==> config.mk <==
export PLATFORM = sky130hd
export DESIGN_NAME = multi_base_integer_text_parser
export DESIGN_NICKNAME = d
export VERILOG_FILES = /design/src/hdl/mbip_pkg.sv /design/src/hdl/multi_base_integer_text_parser.sv /design/src/hdl/mbip_step.sv /design/src/hdl/mbip_out_reg.sv
export SDC_FILE = /design/constraint.sdc
export NUM_CORES = 1
export LEC_CHECK = 0
export BUFFER_PORTS_ARGS = -buffer_cell sky130_fd_sc_hd__buf_2
export CORE_AREA = 4 4 117 119
export CTS_CLUSTER_DIAMETER = 150
export CTS_CLUSTER_SIZE = 30
export DETAILED_ROUTE_END_ITERATION = 10
export DIE_AREA = 0 0 121 123
export GPL_ROUTABILITY_DRIVEN = 0
export MAX_ROUTING_LAYER = met4
export PLACE_DENSITY = 0.72
export SETUP_SLACK_MARGIN = 0.3
export SLEW_MARGIN = 20
export SYNTH_ARGS = -nofsm -noshare
export SYNTH_HDL_FRONTEND = slang
export SYNTH_SLANG_ARGS = --single-unit
export TNS_END_PERCENT = 30
==> constraint.sdc <==
create_clock -name clk_i -period 8.2 [get_ports clk_i]
set_input_delay 0.41 -clock clk_i [delete_from_list [all_inputs] [get_ports clk_i]]
set_output_delay 0.41 -clock clk_i [all_outputs]
set_load 0.02 [all_outputs]
==> src/hdl/mbip_pkg.sv <==
// shared types and constants for the multi-base integer text parser
// used by every module of the block; depends on nothing
`default_nettype none

package mbip_pkg;

  localparam int unsigned VALUE_WIDTH_DEF = 32;
  localparam int unsigned OUT_WIDTH       = 32;
  localparam int unsigned CHAR_WIDTH      = 8;

  typedef enum logic [1:0] {
    BASE_DEC = 2'd0,
    BASE_BIN = 2'd1,
    BASE_OCT = 2'd2,
    BASE_HEX = 2'd3
  } base_e;

  localparam logic [CHAR_WIDTH-1:0] CH_NUL   = 8'h00;
  localparam logic [CHAR_WIDTH-1:0] CH_TAB   = 8'h09;
  localparam logic [CHAR_WIDTH-1:0] CH_CR    = 8'h0d;
  localparam logic [CHAR_WIDTH-1:0] CH_SPACE = 8'h20;
  localparam logic [CHAR_WIDTH-1:0] CH_MINUS = 8'h2d;
  localparam logic [CHAR_WIDTH-1:0] CH_ZERO  = 8'h30;
  localparam logic [CHAR_WIDTH-1:0] CH_ONE   = 8'h31;
  localparam logic [CHAR_WIDTH-1:0] CH_SEVEN = 8'h37;
  localparam logic [CHAR_WIDTH-1:0] CH_NINE  = 8'h39;
  localparam logic [CHAR_WIDTH-1:0] CH_UP_A  = 8'h41;
  localparam logic [CHAR_WIDTH-1:0] CH_UP_F  = 8'h46;
  localparam logic [CHAR_WIDTH-1:0] CH_LO_A  = 8'h61;
  localparam logic [CHAR_WIDTH-1:0] CH_LO_B  = 8'h62;
  localparam logic [CHAR_WIDTH-1:0] CH_LO_F  = 8'h66;
  localparam logic [CHAR_WIDTH-1:0] CH_LO_O  = 8'h6f;
  localparam logic [CHAR_WIDTH-1:0] CH_LO_X  = 8'h78;

  // letters a..f and A..F share a low nibble one above their rank
  localparam logic [3:0] HEX_LETTER_OFS = 4'd9;

  typedef struct packed {
    logic negative;
    logic stopped;
    logic prefix_armed;
    logic overflowed;
  } flags_t;

  localparam flags_t FLAGS_CLEAR = '{
    negative:     1'b0,
    stopped:      1'b0,
    prefix_armed: 1'b1,
    overflowed:   1'b0
  };

endpackage

`default_nettype wire

==> src/hdl/multi_base_integer_text_parser.sv <==
// a terminating byte passes through the input register and then the result register
// throughput: one byte per cycle while no terminating byte waits on a stalled result
// a byte stalls in the input register only if it ends a string and the result is stalled
// reset (asynchronous, active low): base decimal, accumulator and flags cleared, prefix armed
// top level of the parser; depends on mbip_pkg, mbip_step and mbip_out_reg
`default_nettype none

module multi_base_integer_text_parser #(
  parameter int unsigned VALUE_WIDTH = mbip_pkg::VALUE_WIDTH_DEF
) (
  input  wire logic                              clk_i,
  input  wire logic                              rst_ni,
  input  wire logic                              cfg_we_i,
  input  wire logic [1:0]                        cfg_base_mode_i,
  input  wire logic                              in_valid_i,
  output logic                                   in_stall_o,
  input  wire logic [mbip_pkg::CHAR_WIDTH-1:0]   character_i,
  output logic                                   out_valid_o,
  input  wire logic                              out_stall_i,
  output logic signed [mbip_pkg::OUT_WIDTH-1:0]  value_o,
  output logic                                   overflow_o
);

  mbip_pkg::base_e                       base_q;
  logic                                  in_valid_q, in_valid_d;
  logic [mbip_pkg::CHAR_WIDTH-1:0]       char_q;
  logic [VALUE_WIDTH-1:0]                acc_q, acc_d;
  mbip_pkg::flags_t                      flags_q, flags_d;
  logic                                  is_term;
  logic                                  out_ready;
  logic                                  advance;
  logic                                  accept;
  logic [mbip_pkg::OUT_WIDTH-1:0]        step_value;
  logic                                  step_overflow;
  logic [mbip_pkg::OUT_WIDTH-1:0]        out_value;

  // only a terminator needs room in the result register
  assign advance    = in_valid_q && (!is_term || out_ready);
  assign in_stall_o = in_valid_q && !advance;
  assign accept     = in_valid_i && !in_stall_o;

  always_comb begin
    in_valid_d = in_valid_q;
    if (accept) begin
      in_valid_d = 1'b1;
    end else if (advance) begin
      in_valid_d = 1'b0;
    end
  end

  always_ff @(posedge clk_i or negedge rst_ni) begin
    if (!rst_ni) begin
      base_q     <= mbip_pkg::BASE_DEC;
      in_valid_q <= 1'b0;
      acc_q      <= '0;
      flags_q    <= mbip_pkg::FLAGS_CLEAR;
    end else begin
      if (cfg_we_i) base_q <= mbip_pkg::base_e'(cfg_base_mode_i);
      in_valid_q <= in_valid_d;
      if (advance) begin
        acc_q   <= acc_d;
        flags_q <= flags_d;
      end
    end
  end

  always_ff @(posedge clk_i) begin
    if (accept) char_q <= character_i;
  end

  mbip_step #(
    .VALUE_WIDTH(VALUE_WIDTH)
  ) u_step (
    .char_i     (char_q),
    .base_i     (base_q),
    .acc_i      (acc_q),
    .flags_i    (flags_q),
    .acc_o      (acc_d),
    .flags_o    (flags_d),
    .is_term_o  (is_term),
    .value_o    (step_value),
    .overflow_o (step_overflow)
  );

  mbip_out_reg u_out_reg (
    .clk_i      (clk_i),
    .rst_ni     (rst_ni),
    .load_i     (advance && is_term),
    .value_i    (step_value),
    .overflow_i (step_overflow),
    .ready_o    (out_ready),
    .valid_o    (out_valid_o),
    .stall_i    (out_stall_i),
    .value_o    (out_value),
    .overflow_o (overflow_o)
  );

  assign value_o = signed'(out_value);

endmodule

`default_nettype wire

==> src/hdl/mbip_step.sv <==
// one-character update of the parser state and result formatting
// combinational only; depends on mbip_pkg
`default_nettype none

module mbip_step #(
  parameter int unsigned VALUE_WIDTH = mbip_pkg::VALUE_WIDTH_DEF
) (
  input  wire logic [mbip_pkg::CHAR_WIDTH-1:0] char_i,
  input  wire mbip_pkg::base_e                 base_i,
  input  wire logic [VALUE_WIDTH-1:0]          acc_i,
  input  wire mbip_pkg::flags_t                flags_i,
  output logic [VALUE_WIDTH-1:0]               acc_o,
  output mbip_pkg::flags_t                     flags_o,
  output logic                                 is_term_o,
  output logic [mbip_pkg::OUT_WIDTH-1:0]       value_o,
  output logic                                 overflow_o
);

  logic                   acc_zero;
  logic                   is_space;
  logic                   is_dec;
  logic                   is_oct;
  logic                   is_lo_hex;
  logic                   is_up_hex;
  logic                   letter_hit;
  logic [3:0]             hex_digit;
  logic [VALUE_WIDTH+3:0] dec_sum;
  logic [VALUE_WIDTH-1:0] mag;

  assign is_term_o = (char_i == mbip_pkg::CH_NUL);
  assign acc_zero  = (acc_i == '0);
  assign is_space  = ((char_i >= mbip_pkg::CH_TAB) && (char_i <= mbip_pkg::CH_CR)) ||
                     (char_i == mbip_pkg::CH_SPACE);
  assign is_dec    = (char_i >= mbip_pkg::CH_ZERO) && (char_i <= mbip_pkg::CH_NINE);
  assign is_oct    = (char_i >= mbip_pkg::CH_ZERO) && (char_i <= mbip_pkg::CH_SEVEN);
  assign is_lo_hex = (char_i >= mbip_pkg::CH_LO_A) && (char_i <= mbip_pkg::CH_LO_F);
  assign is_up_hex = (char_i >= mbip_pkg::CH_UP_A) && (char_i <= mbip_pkg::CH_UP_F);
  assign hex_digit = is_dec ? char_i[3:0] : 4'(char_i[3:0] + mbip_pkg::HEX_LETTER_OFS);

  always_comb begin
    unique case (base_i)
      mbip_pkg::BASE_BIN: letter_hit = (char_i == mbip_pkg::CH_LO_B);
      mbip_pkg::BASE_OCT: letter_hit = (char_i == mbip_pkg::CH_LO_O);
      mbip_pkg::BASE_HEX: letter_hit = (char_i == mbip_pkg::CH_LO_X);
      default:            letter_hit = 1'b0;
    endcase
  end

  // acc * 10 + digit, with four spare bits to see the carry out
  assign dec_sum = ({4'b0, acc_i} << 3) + ({4'b0, acc_i} << 1) +
                   (VALUE_WIDTH + 4)'(char_i[3:0]);

  always_comb begin
    acc_o   = acc_i;
    flags_o = flags_i;
    flags_o.prefix_armed = 1'b0;
    if (is_term_o) begin
      acc_o   = '0;
      flags_o = mbip_pkg::FLAGS_CLEAR;
    end else if (flags_i.stopped) begin
      acc_o = acc_i;
    end else if (flags_i.prefix_armed && letter_hit) begin
      acc_o = acc_i;
    end else if (is_space || (char_i == mbip_pkg::CH_MINUS)) begin
      if (!acc_zero) begin
        flags_o.stopped = 1'b1;
      end else if (char_i == mbip_pkg::CH_MINUS) begin
        flags_o.negative = 1'b1;
      end
    end else if (base_i == mbip_pkg::BASE_DEC) begin
      if (!is_dec) begin
        flags_o.stopped = 1'b1;
      end else begin
        acc_o = dec_sum[VALUE_WIDTH-1:0];
        if (|dec_sum[VALUE_WIDTH+3:VALUE_WIDTH]) flags_o.overflowed = 1'b1;
      end
    end else if ((char_i == mbip_pkg::CH_ZERO) && acc_zero) begin
      flags_o.prefix_armed = 1'b1;
    end else begin
      unique case (base_i)
        mbip_pkg::BASE_BIN: begin
          if ((char_i == mbip_pkg::CH_ZERO) || (char_i == mbip_pkg::CH_ONE)) begin
            acc_o = {acc_i[VALUE_WIDTH-2:0], char_i[0]};
            if (acc_i[VALUE_WIDTH-1]) flags_o.overflowed = 1'b1;
          end
        end
        mbip_pkg::BASE_OCT: begin
          if (is_oct) begin
            acc_o = {acc_i[VALUE_WIDTH-4:0], char_i[2:0]};
            if (|acc_i[VALUE_WIDTH-1 -: 3]) flags_o.overflowed = 1'b1;
          end
        end
        default: begin
          if (is_dec || is_lo_hex || is_up_hex) begin
            acc_o = {acc_i[VALUE_WIDTH-5:0], hex_digit};
            if (|acc_i[VALUE_WIDTH-1 -: 4]) flags_o.overflowed = 1'b1;
          end
        end
      endcase
    end
  end

  // two's complement at the accumulator width, sign-extended or cut to the port
  assign mag        = flags_i.negative ? VALUE_WIDTH'(-acc_i) : acc_i;
  assign value_o    = mbip_pkg::OUT_WIDTH'(signed'(mag));
  assign overflow_o = flags_i.overflowed;

endmodule

`default_nettype wire

==> src/hdl/mbip_out_reg.sv <==
// result register for the output channel, holds a word while stalled
// depends on mbip_pkg
`default_nettype none

module mbip_out_reg (
  input  wire logic                             clk_i,
  input  wire logic                             rst_ni,
  input  wire logic                             load_i,
  input  wire logic [mbip_pkg::OUT_WIDTH-1:0]   value_i,
  input  wire logic                             overflow_i,
  output logic                                  ready_o,
  output logic                                  valid_o,
  input  wire logic                             stall_i,
  output logic [mbip_pkg::OUT_WIDTH-1:0]        value_o,
  output logic                                  overflow_o
);

  logic                           valid_q, valid_d;
  logic [mbip_pkg::OUT_WIDTH-1:0] value_q;
  logic                           overflow_q;

  assign ready_o = !valid_q || !stall_i;

  always_comb begin
    valid_d = valid_q;
    if (load_i) begin
      valid_d = 1'b1;
    end else if (!stall_i) begin
      valid_d = 1'b0;
    end
  end

  always_ff @(posedge clk_i or negedge rst_ni) begin
    if (!rst_ni) begin
      valid_q <= 1'b0;
    end else begin
      valid_q <= valid_d;
    end
  end

  always_ff @(posedge clk_i) begin
    if (load_i) begin
      value_q    <= value_i;
      overflow_q <= overflow_i;
    end
  end

  assign valid_o    = valid_q;
  assign value_o    = value_q;
  assign overflow_o = overflow_q;

endmodule

`default_nettype wire

==> impl.org, run 1 <==
** Outcome
- Run status :: finished with violations
- Violations in the final reports :: hold timing

** STA
- Setup violations remaining at the end of the flow were counted as 0.
- In this run the tightest slew margin relative to its limit is 46.1%.
- For the finished layout, the period the worst path requires is 4.12 ns.
- Final hold violation count :: 15
- Final hold analysis gives a worst-case slack of -0.0122 ns.
- Summed over all failing endpoints, the final setup total negative slack is 0 ns.
- Worst Clk Skew :: roughly 0.0084 ns
- Setup repair after global routing left no endpoint under its margin.
- Top achievable clock speed :: approximately 240 MHz
- Dividing the final minimum period by the clock period gives about 50%.
- At the pin with the least slew margin, the transition time is between 0.8 and 0.9 ns.
- Slew Limit Fails :: 0

** Power and ir drop
- Sw Pwr :: 1.07 mW
- The share of total power dissipated in sequential elements is 30.8%.
- Maximum ir drop on the vdd rail :: between 0.15 and 0.2 mV
- Internal portion of total power :: about 1.3 mW
- Comb power frac :: around 50%
- Part of the power in the clock network :: about 20%
- Leak Pwr :: about 3.2 nW
- Dividing total power by cell area gives a power density of 317 nW/um2.
- Sw Ratio :: a little under half

** Final layout
- At the end of the flow the core is filled with cells to between 50% and 60%.
- Inserted Diodes :: 0
- Area growth syn-to-layout :: 9.31%
- In the layout the commonest cells are sky130_fd_sc_hd__ha_1 (73), sky130_fd_sc_hd__nand2_1 (69), sky130_fd_sc_hd__a21oi_1 (62).
- In the final layout, the share of cells above drive strength 1 is between 10% and 20%.
- Summing all multi-input logic gate instances after layout gives approximately 4300 um2.
- Count of fill cells added during filler insertion :: approximately 1100
- Leaving out fill and tap cells, the most frequent cell in the layout is sky130_fd_sc_hd__ha_1.
- Combined flip-flop and latch cell area :: 2230 um2
- Final net count :: about 890
- Post-layout instance count excluding filler cells :: a little under 1000

** Setup path
- STA classifies the critical path startpoint as a flip-flop.
- Data arrives at the worst endpoint at approximately 4.3 ns.
- Cell mode on critical path :: sky130_fd_sc_hd__inv_1
- STA classifies the critical path endpoint as a flip-flop.
- In this run the register-to-register setup slack is about 4 ns.
- On the worst path, the slowest cell contributes a delay of 0.61 ns.
- In this run the critical register-to-register path is captured at flags_q[0].
- Along the worst path, the maximum fanout reaches 10.
- Slowest stage cell on the critical path :: sky130_fd_sc_hd__fa_1
- Cell count of the worst reg-to-reg path :: 14
- Req. time, crit path :: between 8 and 9 ns
- Walking the worst path, the cells encountered are inv_1 > fa_1 > inv_1 > ha_1 > a211oi_1 > o311a_1 > nor3_1 > a32o_1 > a311o_1 > a31oi_1 > o221ai_1 > a311oi_1 > xor2_1 > a41oi_1.
- The critical path is of the reg -> reg type.
- Worst reg2reg path startpoint :: char_q[3]

** Die
- Once the floorplan was initialized, standard cells occupied a little over half of the core.
- Width of the chip :: roughly 120 um
- Area of the core :: about 13000 um2
- Ports placed on the boundary :: 50
- Vert. Die Dim :: about 120 um
- The die covers around 15000 um2.
- Num rows :: 41

** Clock network
- After clock tree synthesis, the clock-pin slew on the worst setup and hold paths is about 0.060 ns.
- The cell sitting at the root of the clock tree is a sky130_fd_sc_hd__clkbuf_16.
- Gates resized during post-CTS repair numbered 0.
- Clock tree from TritonCTS :: yes
- In this run the number of H-tree levels came out at 3.
- Number of buffers on the longest clock path :: 2
- Number of buffers created by CTS :: 9
- Clock Sink Count :: between 80 and 90
- Post-CTS timing repair inserted 0 buffers for setup.
- Hold repair after CTS inserted 0 buffers.
- Clk_lat worst skew :: roughly 0.36 ns

** Global route
- The initial antenna violation count is 0.
- Remaining global-route overflow :: 0
- Entering global routing, the biggest net connects 68 pins.
- Global routing consumed, over all layers together, between 20 and 30% of the routing resources.
- The number of global-route vias before repair is between 5000 and 6000.
- The first global-routing pass estimated 29500 um of wire.

** Route
- Number of vias per cell after detailed routing :: approximately 6.3
- The detailed router placed 6097 vias in this run.
- Number of violations reported at the end of detailed-routing iteration 0 :: roughly 770
- DR pass1 iterations :: 5
- DRC viols :: 0
- Routed WL :: 17800 um
- WL/cell :: between 15 and 20 um
- Number of nets with antenna violations after detailed routing :: 0

** Yosys
- Sequential elements use approximately a third of the synthesized area.
- Netlist area before placement :: 6870 um2
- Proportion of register bits with asynchronous set or reset after synthesis :: 49.4%
- The Yosys step of the flow raised 0 warnings.
- Yosys mapped a number of flops with a built-in enable equal to 41.
- Number of storage elements in the synthesis netlist :: 81
- The number of nets handed over by synthesis was between 800 and 900.
- In the synthesized netlist the dominant register cell turns out to be sky130_fd_sc_hd__edfxtp_1.
- Post-synth cell types :: 70
- Avg Inst Size Synth :: approximately 8.7 um2
- Number of instances in the synthesized netlist :: about 790

** Placement
- Buffers placed on the I/O ports in this run total 49.
- After detailed placement, the design holds a cell count of 954.
- Sum of net half-perimeters after detailed placement :: about 12000 um

** Worst hold path
- Worst min path class :: in -> async

** Job
- Number of max-cap violations :: 0
critical path: cells and delay by family, from the launching register on:
kind | cells | cell delay (ns)
XOR/XNOR | 1 | 0.17
adder cells (fa/ha/maj) | 2 | 0.91
flip-flops | 1 | 0.57
buffers and inverters | 2 | 0.18
AND/OR/NAND/NOR | 1 | 0.11
AO/OA/AOI/OAI | 8 | 2.05
per-layer routing:
layer	up-vias	share of wire, %	global-route usage, %
li1	2936	-	-
met2	245	48	41.8
met5	-	0	-
met3	43	6.3	3.34
met4	0	2.6	8.99
met1	2873	43	32.4
cell type report:
cell class	count	area share [%]
Multi-Input combinational cell	618	57.3
Sequential cell	81	29.7
Timing Repair Buffer	57	4.23
Clock buffer	10	3.33
Tap cell	172	2.87
Inverter	27	1.35
Clock inverter	6	1.18
registers in the layout (all words and copies together), names as in the netlist:
| name | count |
|---|---|
| char_q | 8 |
| base_q | 2 |
| in_valid_q | 1 |
| u_out_reg.overflow_o | 1 |
| flags_q | 4 |
| acc_q | 32 |
| u_out_reg.value_o | 32 |
| u_out_reg.valid_o | 1 |
through the flow:
| step | worst slack, ns | instance area (um2) | power [mW] | hold slack, ns |
|---|---|---|---|---|
| 6_report | 4.08 | 7510 | 2.38 | -0.0122 |
| 3_5_place_dp | 4.11 | 7140 | 1.89 | 0.467 |
| 2_1_floorplan | 4.40 | 6870 | 1.62 | 0.114 |
| 5_1_grt | 3.76 | 7510 | 2.57 | 0.0165 |
| 4_1_cts | 4.09 | 7480 | 2.36 | 0.220 |
| 3_3_place_gp | 4.20 | 7140 | 1.86 | 0.474 |
Yosys cell counts (3+ instances only):
cell / count / area [um2]
sky130_fd_sc_hd__o21bai_1: 6 / 45.0
sky130_fd_sc_hd__or2_2: 5 / 31.3
sky130_fd_sc_hd__o31ai_1: 20 / 150
sky130_fd_sc_hd__xor2_1: 16 / 140
sky130_fd_sc_hd__o211ai_1: 4 / 30.0
sky130_fd_sc_hd__a211oi_1: 31 / 233
sky130_fd_sc_hd__and3_1: 7 / 43.8
sky130_fd_sc_hd__nand2_1: 69 / 259
sky130_fd_sc_hd__nor3_1: 11 / 55.1
sky130_fd_sc_hd__o21ai_0: 55 / 275
sky130_fd_sc_hd__o2111ai_1: 3 / 26.3
sky130_fd_sc_hd__inv_1: 25 / 93.8
sky130_fd_sc_hd__dfrtp_1: 39 / 976
sky130_fd_sc_hd__nand4_1: 7 / 43.8
sky130_fd_sc_hd__a31oi_1: 9 / 56.3
sky130_fd_sc_hd__a21o_1: 18 / 135
sky130_fd_sc_hd__or3_1: 8 / 50.1
sky130_fd_sc_hd__a22oi_1: 30 / 225
sky130_fd_sc_hd__o41ai_1: 3 / 26.3
sky130_fd_sc_hd__edfxtp_1: 41 / 1230
sky130_fd_sc_hd__or4_1: 5 / 37.5
sky130_fd_sc_hd__o21a_1: 4 / 30.0
sky130_fd_sc_hd__a21oi_1: 62 / 310
sky130_fd_sc_hd__ha_1: 74 / 926
sky130_fd_sc_hd__clkbuf_1: 46 / 173
sky130_fd_sc_hd__xnor2_1: 46 / 403
sky130_fd_sc_hd__buf_2: 7 / 35.0
sky130_fd_sc_hd__buf_1: 7 / 26.3
sky130_fd_sc_hd__nor2b_1: 5 / 31.3
sky130_fd_sc_hd__nor2_1: 60 / 225
sky130_fd_sc_hd__nand3_1: 13 / 65.1
sky130_fd_sc_hd__o21ai_1: 3 / 15.0
cells by family after synthesis:
kind of cell	count (synthesis)	synth area share [%]
AO/OA/AOI/OAI	273	26.2
multiplexers	1	0.146
flip-flops	81	32.5
AND/OR/NAND/NOR	206	14.2
XOR/XNOR	62	7.91
adder cells (fa/ha/maj)	76	14.1
buffers and inverters	88	5.05
power by group through the flow:
stage | combinational [mW] | sequential [mW] | clock, mW
after floorplan | 1.02 | 0.601 | 0
after global placement | 1.13 | 0.731 | 0
after detailed placement | 1.16 | 0.733 | 0
after CTS | 1.17 | 0.726 | 0.465
after global routing | 1.33 | 0.746 | 0.490
final | 1.18 | 0.732 | 0.463
how the worst max path moves through the flow:
stage / slack (ns) / end / start / cells after the start
final: 4.08 / flags_q[0] / char_q[3] / 14
after global routing: 3.76 / flags_q[0] / char_q[3] / 14
after CTS: 4.09 / flags_q[0] / char_q[3] / 14
after detailed placement: 4.11 / flags_q[0] / char_q[3] / 14
after global placement: 4.20 / flags_q[0] / char_q[3] / 14
after floorplan: 4.40 / flags_q[0] / char_q[3] / 15
Power figures use the tool's default switching activity.
==> run 2: changes to the inputs <==
clock period = 4.3 ns   (was 8.2 ns; I/O delays follow)
==> impl.org, run 2 (synthesized netlist as in run 1, its figures left out) <==
** Outcome
- Run status :: complete, no violations

** Clock network
- Number of buffers on the longest clock path :: 2 (unchanged)
- The number of buffers created by CTS was 9 (unchanged).
- Buffers inserted by post-CTS timing repair :: 0 (unchanged)
- TritonCTS built the clock tree.
- The clock transition at the registers of the reported paths is 0.06 ns (about the same).
- Total of hold buffers inserted after clock tree synthesis :: 0 (unchanged)
- The deepest level of the CTS H-tree came to 3 (unchanged).
- The clock sink count is 81 (unchanged).
- The insertion delay to the later sink of the worst-skew pair is 0.36 ns (about the same).
- Cells resized by post-CTS repair :: 0 (unchanged)
- Buffer type at the clock tree root :: sky130_fd_sc_hd__clkbuf_16

** Route
- The number of DRC markers after the initial detailed-route iteration came to 622 (-19%).
- The number of routed nets with antenna violations came to 0 (unchanged).
- Routed WL :: 18000 um (+1.3%)
- The number of detailed-routing iterations run before antenna repair came to 5 (unchanged).
- The detail-routed net length per standard cell is 18.5 um (+0.92%).
- Number of vias per cell after detailed routing :: 6.35 (+1.1%)
- The number of design rule violations left after detail routing is 0 (unchanged).
- The routed via count came to 6191 (+1.5%).

** Setup path
- Number of cells on the critical path :: 14 (unchanged)
- STA classifies the critical path startpoint as a flip-flop.
- The most critical setup path has its endpoint at flags_q[0].
- Worst path max stage delay :: 0.57 ns (-0.04 ns)
- On the critical path, the stage with the largest delay is an instance of sky130_fd_sc_hd__fa_1.
- Broken down by cell family, the worst path's largest delay share belongs to compound AO/OA/AOI/OAI gates.
- The most numerous cell type found on the critical path is sky130_fd_sc_hd__inv_1.
- CP Buf/Inv Count :: 2 (unchanged)
- Register-to-register setup slack :: 0.52 ns (-3.56 ns)
- Worst reg2reg path startpoint :: acc_q[0]
- CP endpoint kind :: flip-flop
- Traced cell by cell, the critical path runs through inv_1 > fa_1 > inv_1 > ha_1 > a211oi_2 > o311a_1 > nor3_1 > a32o_1 > a311o_1 > a31oi_2 > o221ai_2 > a311oi_2 > xor2_1 > a41oi_1.
- Max Fanout on Critical Path :: 6 (-4)
- Req. time, crit path :: 4.51 ns (-3.91 ns)
- The critical path is of the reg -> reg type.
- The cell count of the worst reg-to-reg path was 14 (unchanged).
- In this run the critical register-to-register path is captured at flags_q[0].
- The critical path arrival is 3.99 ns (-0.35 ns).
- CP Launch Point :: acc_q[0]

** Global route
- Total routing usage reported by global routing :: 25.3% (-0.13 points)
- First-pass GRT wire length :: 29100 um (-1.3%)
- The number of global-route vias before repair was 5927 (+0.39%).
- Largest net degree at the start of global routing :: 68 (unchanged)
- Remaining global-route overflow :: 0 (unchanged)
- The initial antenna violation count was 0 (unchanged).

** Die
- The overall die width came to 121 um (unchanged).
- The area of the core was 12600 um2 (unchanged).
- The initial standard-cell utilization of the core is 54.6% (unchanged).
- DIE AREA :: 14900 um2 (unchanged)
- The number of placed I/O pins came to 50 (unchanged).
- Vert. Die Dim :: 123 um (unchanged)
- The number of standard-cell rows in the floorplan came to 41 (unchanged).

** STA
- The worst relative slew slack came to 31.4% (-15 points).
- Final-report setup violation count :: 0 (unchanged)
- Final hold violation count :: 0 (-15)
- Setup repair after global routing missed its margin :: no
- Worst Clk Skew :: 0.00745 ns (-0.000988 ns)
- The measured slew at the worst slew-check pin was 1.03 ns (+0.221 ns).
- The max-slew violation total from the final report was 0 (unchanged).
- The final critical-path share of the clock period came to 87.9% (+38 points).
- WHS :: 0.0357 ns (+0.0479 ns)
- Top achievable clock speed :: 264 MHz (+8.9%)
- Final min period :: 3.78 ns (-0.337 ns)
- Setup WS post-layout :: 0.519 ns (-3.56 ns)
- TNS Setup :: 0 ns (unchanged)

** Placement
- The pre-CTS setup slack is 0.316 ns (-3.79 ns).
- Sum of net half-perimeters after detailed placement :: 12500 um (+3.7%)
- # port buffers :: 49 (unchanged)
- Placement-stage cell area :: 7190 um2 (+0.70%)
- Number of instances in the placed design :: 959 (+0.52%)

** Final layout
- The post-layout instance area came to 7540 um2 (+0.38%).
- From synthesis to final layout, the design area changed by 9.73%.
- Leaving out fill and tap cells, the most frequent cells in the layout are sky130_fd_sc_hd__ha_1 (73), sky130_fd_sc_hd__nand2_1 (69), sky130_fd_sc_hd__a21oi_1 (62).
- Inserted Diodes :: 0 (unchanged)
- Final net count :: 889 (+0.45%)
- Count of fill cells added during filler insertion :: 1068 (-2.0%)
- Core occupancy in the finished layout :: 60.0% (+0.23 points)
- The library cell used most frequently in the layout, excluding fill and tap cells, is sky130_fd_sc_hd__ha_1.
- The post-layout instance count excluding filler cells is 975 (+0.41%).
- Combined flip-flop and latch cell area :: 2240 um2 (+0.11%)
- The area occupied by multi-input gates is 4330 um2 (+0.70%).
- Fraction of final layout cells sized beyond drive strength 1 :: 12.8% (+1.2 points)

** Job
- Number of max-cap violations :: 0 (unchanged)

** Power and ir drop
- Sw Ratio :: 45.7% (+0.53 points)
- Internal portion of total power :: 2.45 mW (+88%)
- The net switching power of the design is 2.06 mW (+92%).
- Power density of the placed cells :: 598 nW/um2 (+89%)
- Portion of total power attributed to sequential cells :: 30.6% (-0.2 points)
- Total power :: 4.50 mW (+89%)
- Part of the power in the clock network :: 17.8% (-1.7 points)
- The maximum vdd drop was 0.221 mV (+22%).
- Leak Pwr :: 3.26 nW (+0.35%)
- The combinational share of power came to 51.7% (+1.9 points).

** Worst hold path
- Worst min path class :: in -> async
## run 2: changes by cell type in the layout (fill, tap and decap cells not counted), moves of 2 or more
cell | before | now
sky130_fd_sc_hd__a31oi_1 | 9 | 7
sky130_fd_sc_hd__a31oi_2 | 0 | 2
sky130_fd_sc_hd__buf_4 | 7 | 11
sky130_fd_sc_hd__clkbuf_8 | 0 | 2
sky130_fd_sc_hd__clkinvlp_4 | 2 | 0
sky130_fd_sc_hd__dfrtp_1 | 39 | 37
sky130_fd_sc_hd__dfrtp_2 | 0 | 2
## run 2: power by group through the flow
| stage | Combinational, mW | Sequential, mW | Clock, mW |
|---|---|---|---|
| finish | 2.33 | 1.38 | 0.800 |
| global placement | 2.18 | 1.37 | 0 |
| global route | 2.60 | 1.41 | 0.846 |
| floorplan | 1.95 | 1.15 | 0 |
| CTS | 2.28 | 1.36 | 0.807 |
| detailed placement | 2.25 | 1.38 | 0 |
## run 2: area by class of cell
type / instances / share of cell area (%)
repair buffers: 61 / 4.62
clock buffers: 11 / 3.35
well taps: 172 / 2.86
multi-input cells: 618 / 57.5
inverters: 27 / 1.34
flip-flops and latches: 81 / 29.7
clock inverters: 5 / 0.697
## run 2: worst min path at each step
stage | startpoint | endpoint | slack, ns | cells after the start
6_report | rst_ni | u_out_reg.valid_o | 0.04 | 1
4_1_cts | character_i[7] | char_q[7] | 0.03 | 1
3_5_place_dp | character_i[3] | char_q[3] | 0.39 | 1
5_1_grt | character_i[3] | char_q[3] | 0.03 | 1
3_3_place_gp | character_i[2] | char_q[2] | 0.39 | 1
2_1_floorplan | rst_ni | acc_q[0] | -0.08 | 0
## run 2: metal layers
layer | track usage [%] | routed length [um]
met1 | 30.7 | 7600
met3 | 4.76 | 1330
met5 | - | 0
met4 | 10.3 | 501
met2 | 41.6 | 8580
==> run 3: changes to the inputs <==
PLACE_DENSITY = 0.79   (was 0.72)
==> impl.org, run 3 (synthesized netlist as in run 1, its figures left out) <==
** Setup path
- Slowest stage cell on the critical path :: sky130_fd_sc_hd__fa_1
- Req. time, crit path :: 4.55 ns (+0.04 ns)
- CP endpoint kind :: flip-flop
- In this run the worst setup path begins at acc_q[0].
- CP Buf/Inv Count :: 2 (unchanged)
- Worst path max stage delay :: 0.57 ns (about the same)
- CP Cell Sequence :: inv_1 > fa_1 > inv_1 > ha_1 > a211oi_2 > o311a_1 > nor3_1 > a32o_1 > a311o_1 > a211o_1 > a31oi_1 > o21ai_0 > xnor2_1 > o31ai_1
- In this design, the largest share of critical-path delay is due to compound AO/OA/AOI/OAI gates.
- Arrival time at the worst endpoint :: 4.11 ns (+0.12 ns)
- The startpoint identified for the worst register-to-register timing path is acc_q[0].
- The highest net fanout along the worst path was 6 (unchanged).
- Crit start category :: flip-flop
- Worst setup path class :: reg -> reg
- Among the stages of the critical path, the cell type that occurs most often is sky130_fd_sc_hd__inv_1.

** Global route
- Number of antenna violations at the first check in global routing :: 0 (unchanged)
- The global-route wire length before repair is 29700 um (+2.2%).
- Met2 usage in global routing :: 40.8% (-0.80 points)
- Met1 Use GR :: 32.3% (+1.5 points)
- The global-route total usage across every layer came to 25.4% (+0.18 points).
- The final global-route overflow total was 0 (unchanged).
- The number of global-route vias before repair came to 6187 (+4.4%).
- Global-route track usage on met3 :: 3.93% (-0.82 points)
- met2 is the most crowded layer.
- The largest net degree at the start of global routing is 68 (unchanged).

** Placement
- The pre-CTS setup slack is 0.249 ns (-0.0665 ns).
- The count of placed standard cells including taps was 961 (+0.21%).
- Placement-stage cell area :: 7190 um2 (about the same)
- # port buffers :: 49 (unchanged)
- The half-perimeter wire length of the detailed placement result was 12400 um (-0.46%).

** Power and ir drop
- The internal power consumption is 2.45 mW (about the same).
- The combinational share of power is 52.3% (+0.6 points).
- Maximum ir drop on the vdd rail :: 0.253 mV (+14%)
- Sw Ratio :: 45.6% (-0.093 points)
- The power share of the sequential group came to 30.4% (-0.2 points).
- Total power :: 4.50 mW (-0.18%)
- The reported leakage power is 3.27 nW (+0.32%).
- Part of the power in the clock network :: 17.4% (-0.4 points)
- The net switching power of the design came to 2.05 mW (-0.38%).
- The power density over the cells came to 595 nW/um2 (-0.38%).

** Die
- The number of placed I/O pins was 50 (unchanged).
- Width of the chip :: 121 um (unchanged)
- The total die area is 14900 um2 (unchanged).
- Starting density of the core :: 54.6% (unchanged)
- The area of the core is 12600 um2 (unchanged).
- The die height was 123 um (unchanged).
- Num rows :: 41 (unchanged)

** Final layout
- Count of fill cells added during filler insertion :: 1068 (unchanged)
- Commonest non-fill, non-tap cell in the layout :: sky130_fd_sc_hd__ha_1
- The storage element area is 2230 um2 (about the same).
- Post-layout instance count excluding filler cells :: 978 (+0.31%)
- The library cells used most frequently in the layout, excluding fill and tap cells, are sky130_fd_sc_hd__ha_1 (73), sky130_fd_sc_hd__nand2_1 (69), sky130_fd_sc_hd__a21oi_1 (62).
- Post-Layout Inst Area :: 7550 um2 (+0.20%)
- Area of the multi-input gates :: 4330 um2 (-0.12%)
- The count of antenna diodes in the layout came to 0 (unchanged).
- The fraction of final layout cells sized beyond drive strength 1 came to 13.0% (+0.20 points).
- Final net count :: 892 (+0.34%)
- Compared with the post-synthesis result, the final layout area differs by 9.95%.

** Clock network
- Maximum level of the CTS H-tree :: 3 (unchanged)
- Number of buffers on the longest clock path :: 2 (unchanged)
- TritonCTS built the clock tree.
- The insertion delay to the later sink of the worst-skew pair was 0.35 ns (about the same).
- Buffers inserted by post-CTS timing repair :: 0 (unchanged)
- Clock tree synthesis selected as its root buffer the cell sky130_fd_sc_hd__clkbuf_16.
- Clock Sink Count :: 81 (unchanged)
- The clock transition at the registers of the reported paths came to 0.06 ns (about the same).
- Number of buffers created by CTS :: 9 (unchanged)

** STA
- The measured slew at the worst slew-check pin is 0.827 ns (-0.202 ns).
- Setup WS post-layout :: 0.441 ns (-0.0774 ns)
- The setup clock skew after layout was 0.00693 ns (-0.000525 ns).
- Final min period :: 3.86 ns (+0.0774 ns)
- TNS Setup :: 0 ns (unchanged)
- Setup repair after global routing missed its margin :: yes
- Top achievable clock speed :: 259 MHz (-2.0%)
- The hold violation count in the final report came to 0 (unchanged).
- Slew Limit Fails :: 0 (unchanged)
- The worst relative slew slack was 44.8% (+13 points).
- The number of setup violations in the final report was 0 (unchanged).
- Period utilisation layout :: 89.7% (+1.8 points)

** Route
- The number of design rule violations left after detail routing was 0 (unchanged).
- The average via count per standard cell came to 6.38 (+0.53%).
- The wire length reported by the detailed router is 17800 um (-1.1%).
- The number of DRC markers after the initial detailed-route iteration is 625 (+0.48%).
- Number of nets with antenna violations after detailed routing :: 0 (unchanged)
- WL/cell :: 18.2 um (-1.4%)
- The routed via count is 6243 (+0.84%).
- DR pass1 iterations :: 5 (unchanged)

** Outcome
- Run status :: complete, no violations

** Worst hold path
- In this run the most critical hold path is launched from character_i[4].
- Worst min path class :: in -> reg

** Job
- Number of max-cap violations :: 0 (unchanged)
## run 3: cell type report
cell class	instances	share of cell area, %
multi-input cells	618	57.3
flip-flops and latches	81	29.6
repair buffers	64	4.81
clock buffers	13	3.86
well taps	172	2.85
inverters	27	1.34
clock inverters	3	0.265
## run 3: power by group through the flow
stage	Sequential (mW)	Combinational, mW	Clock, mW
after floorplan	1.15	1.95	0
after global placement	1.35	2.18	0
after detailed placement	1.36	2.27	0
after CTS	1.35	2.30	0.791
after global routing	1.39	2.61	0.830
final	1.36	2.35	0.782
## run 3: timing repair
action / CTS / global route
resized for setup: 2 / 4
hold endpoints to repair: 0 / 39
hold buffers: 0 / 1
pin swaps: 0 / 1
setup endpoints to repair: 1 / 20
## run 3: metal layers
metal  share of wire (%)  routed length [um]  vias to the layer above
met5                   0                   0                        -
met4                 3.1                 554                        0
met3                 7.4                1310                       51
met2                  47                8440                      317
met1                  42                7510                     2928
li1                    -                   -                     2947
## run 3: final timing paths
kind                               to  slack [ns]  cells past startpoint
min                         char_q[4]        0.04                      1
max reg2reg                 acc_q[31]        0.44                     14
min reg2reg                flags_q[1]        0.49                      2
min in group asynchronous   acc_q[30]        0.39                      2
max in group asynchronous    acc_q[0]        3.47                      2
max                         acc_q[31]        0.44                     14
## run 3: through the flow
stage | util, % | hold slack [ns]
final | 60.1 | 0.0371
after global routing | 60.1 | 0.0305
after CTS | 59.8 | 0.0285
after detailed placement | 57.2 | 0.394
after global placement | 57.2 | 0.393
after floorplan | - | -0.0806
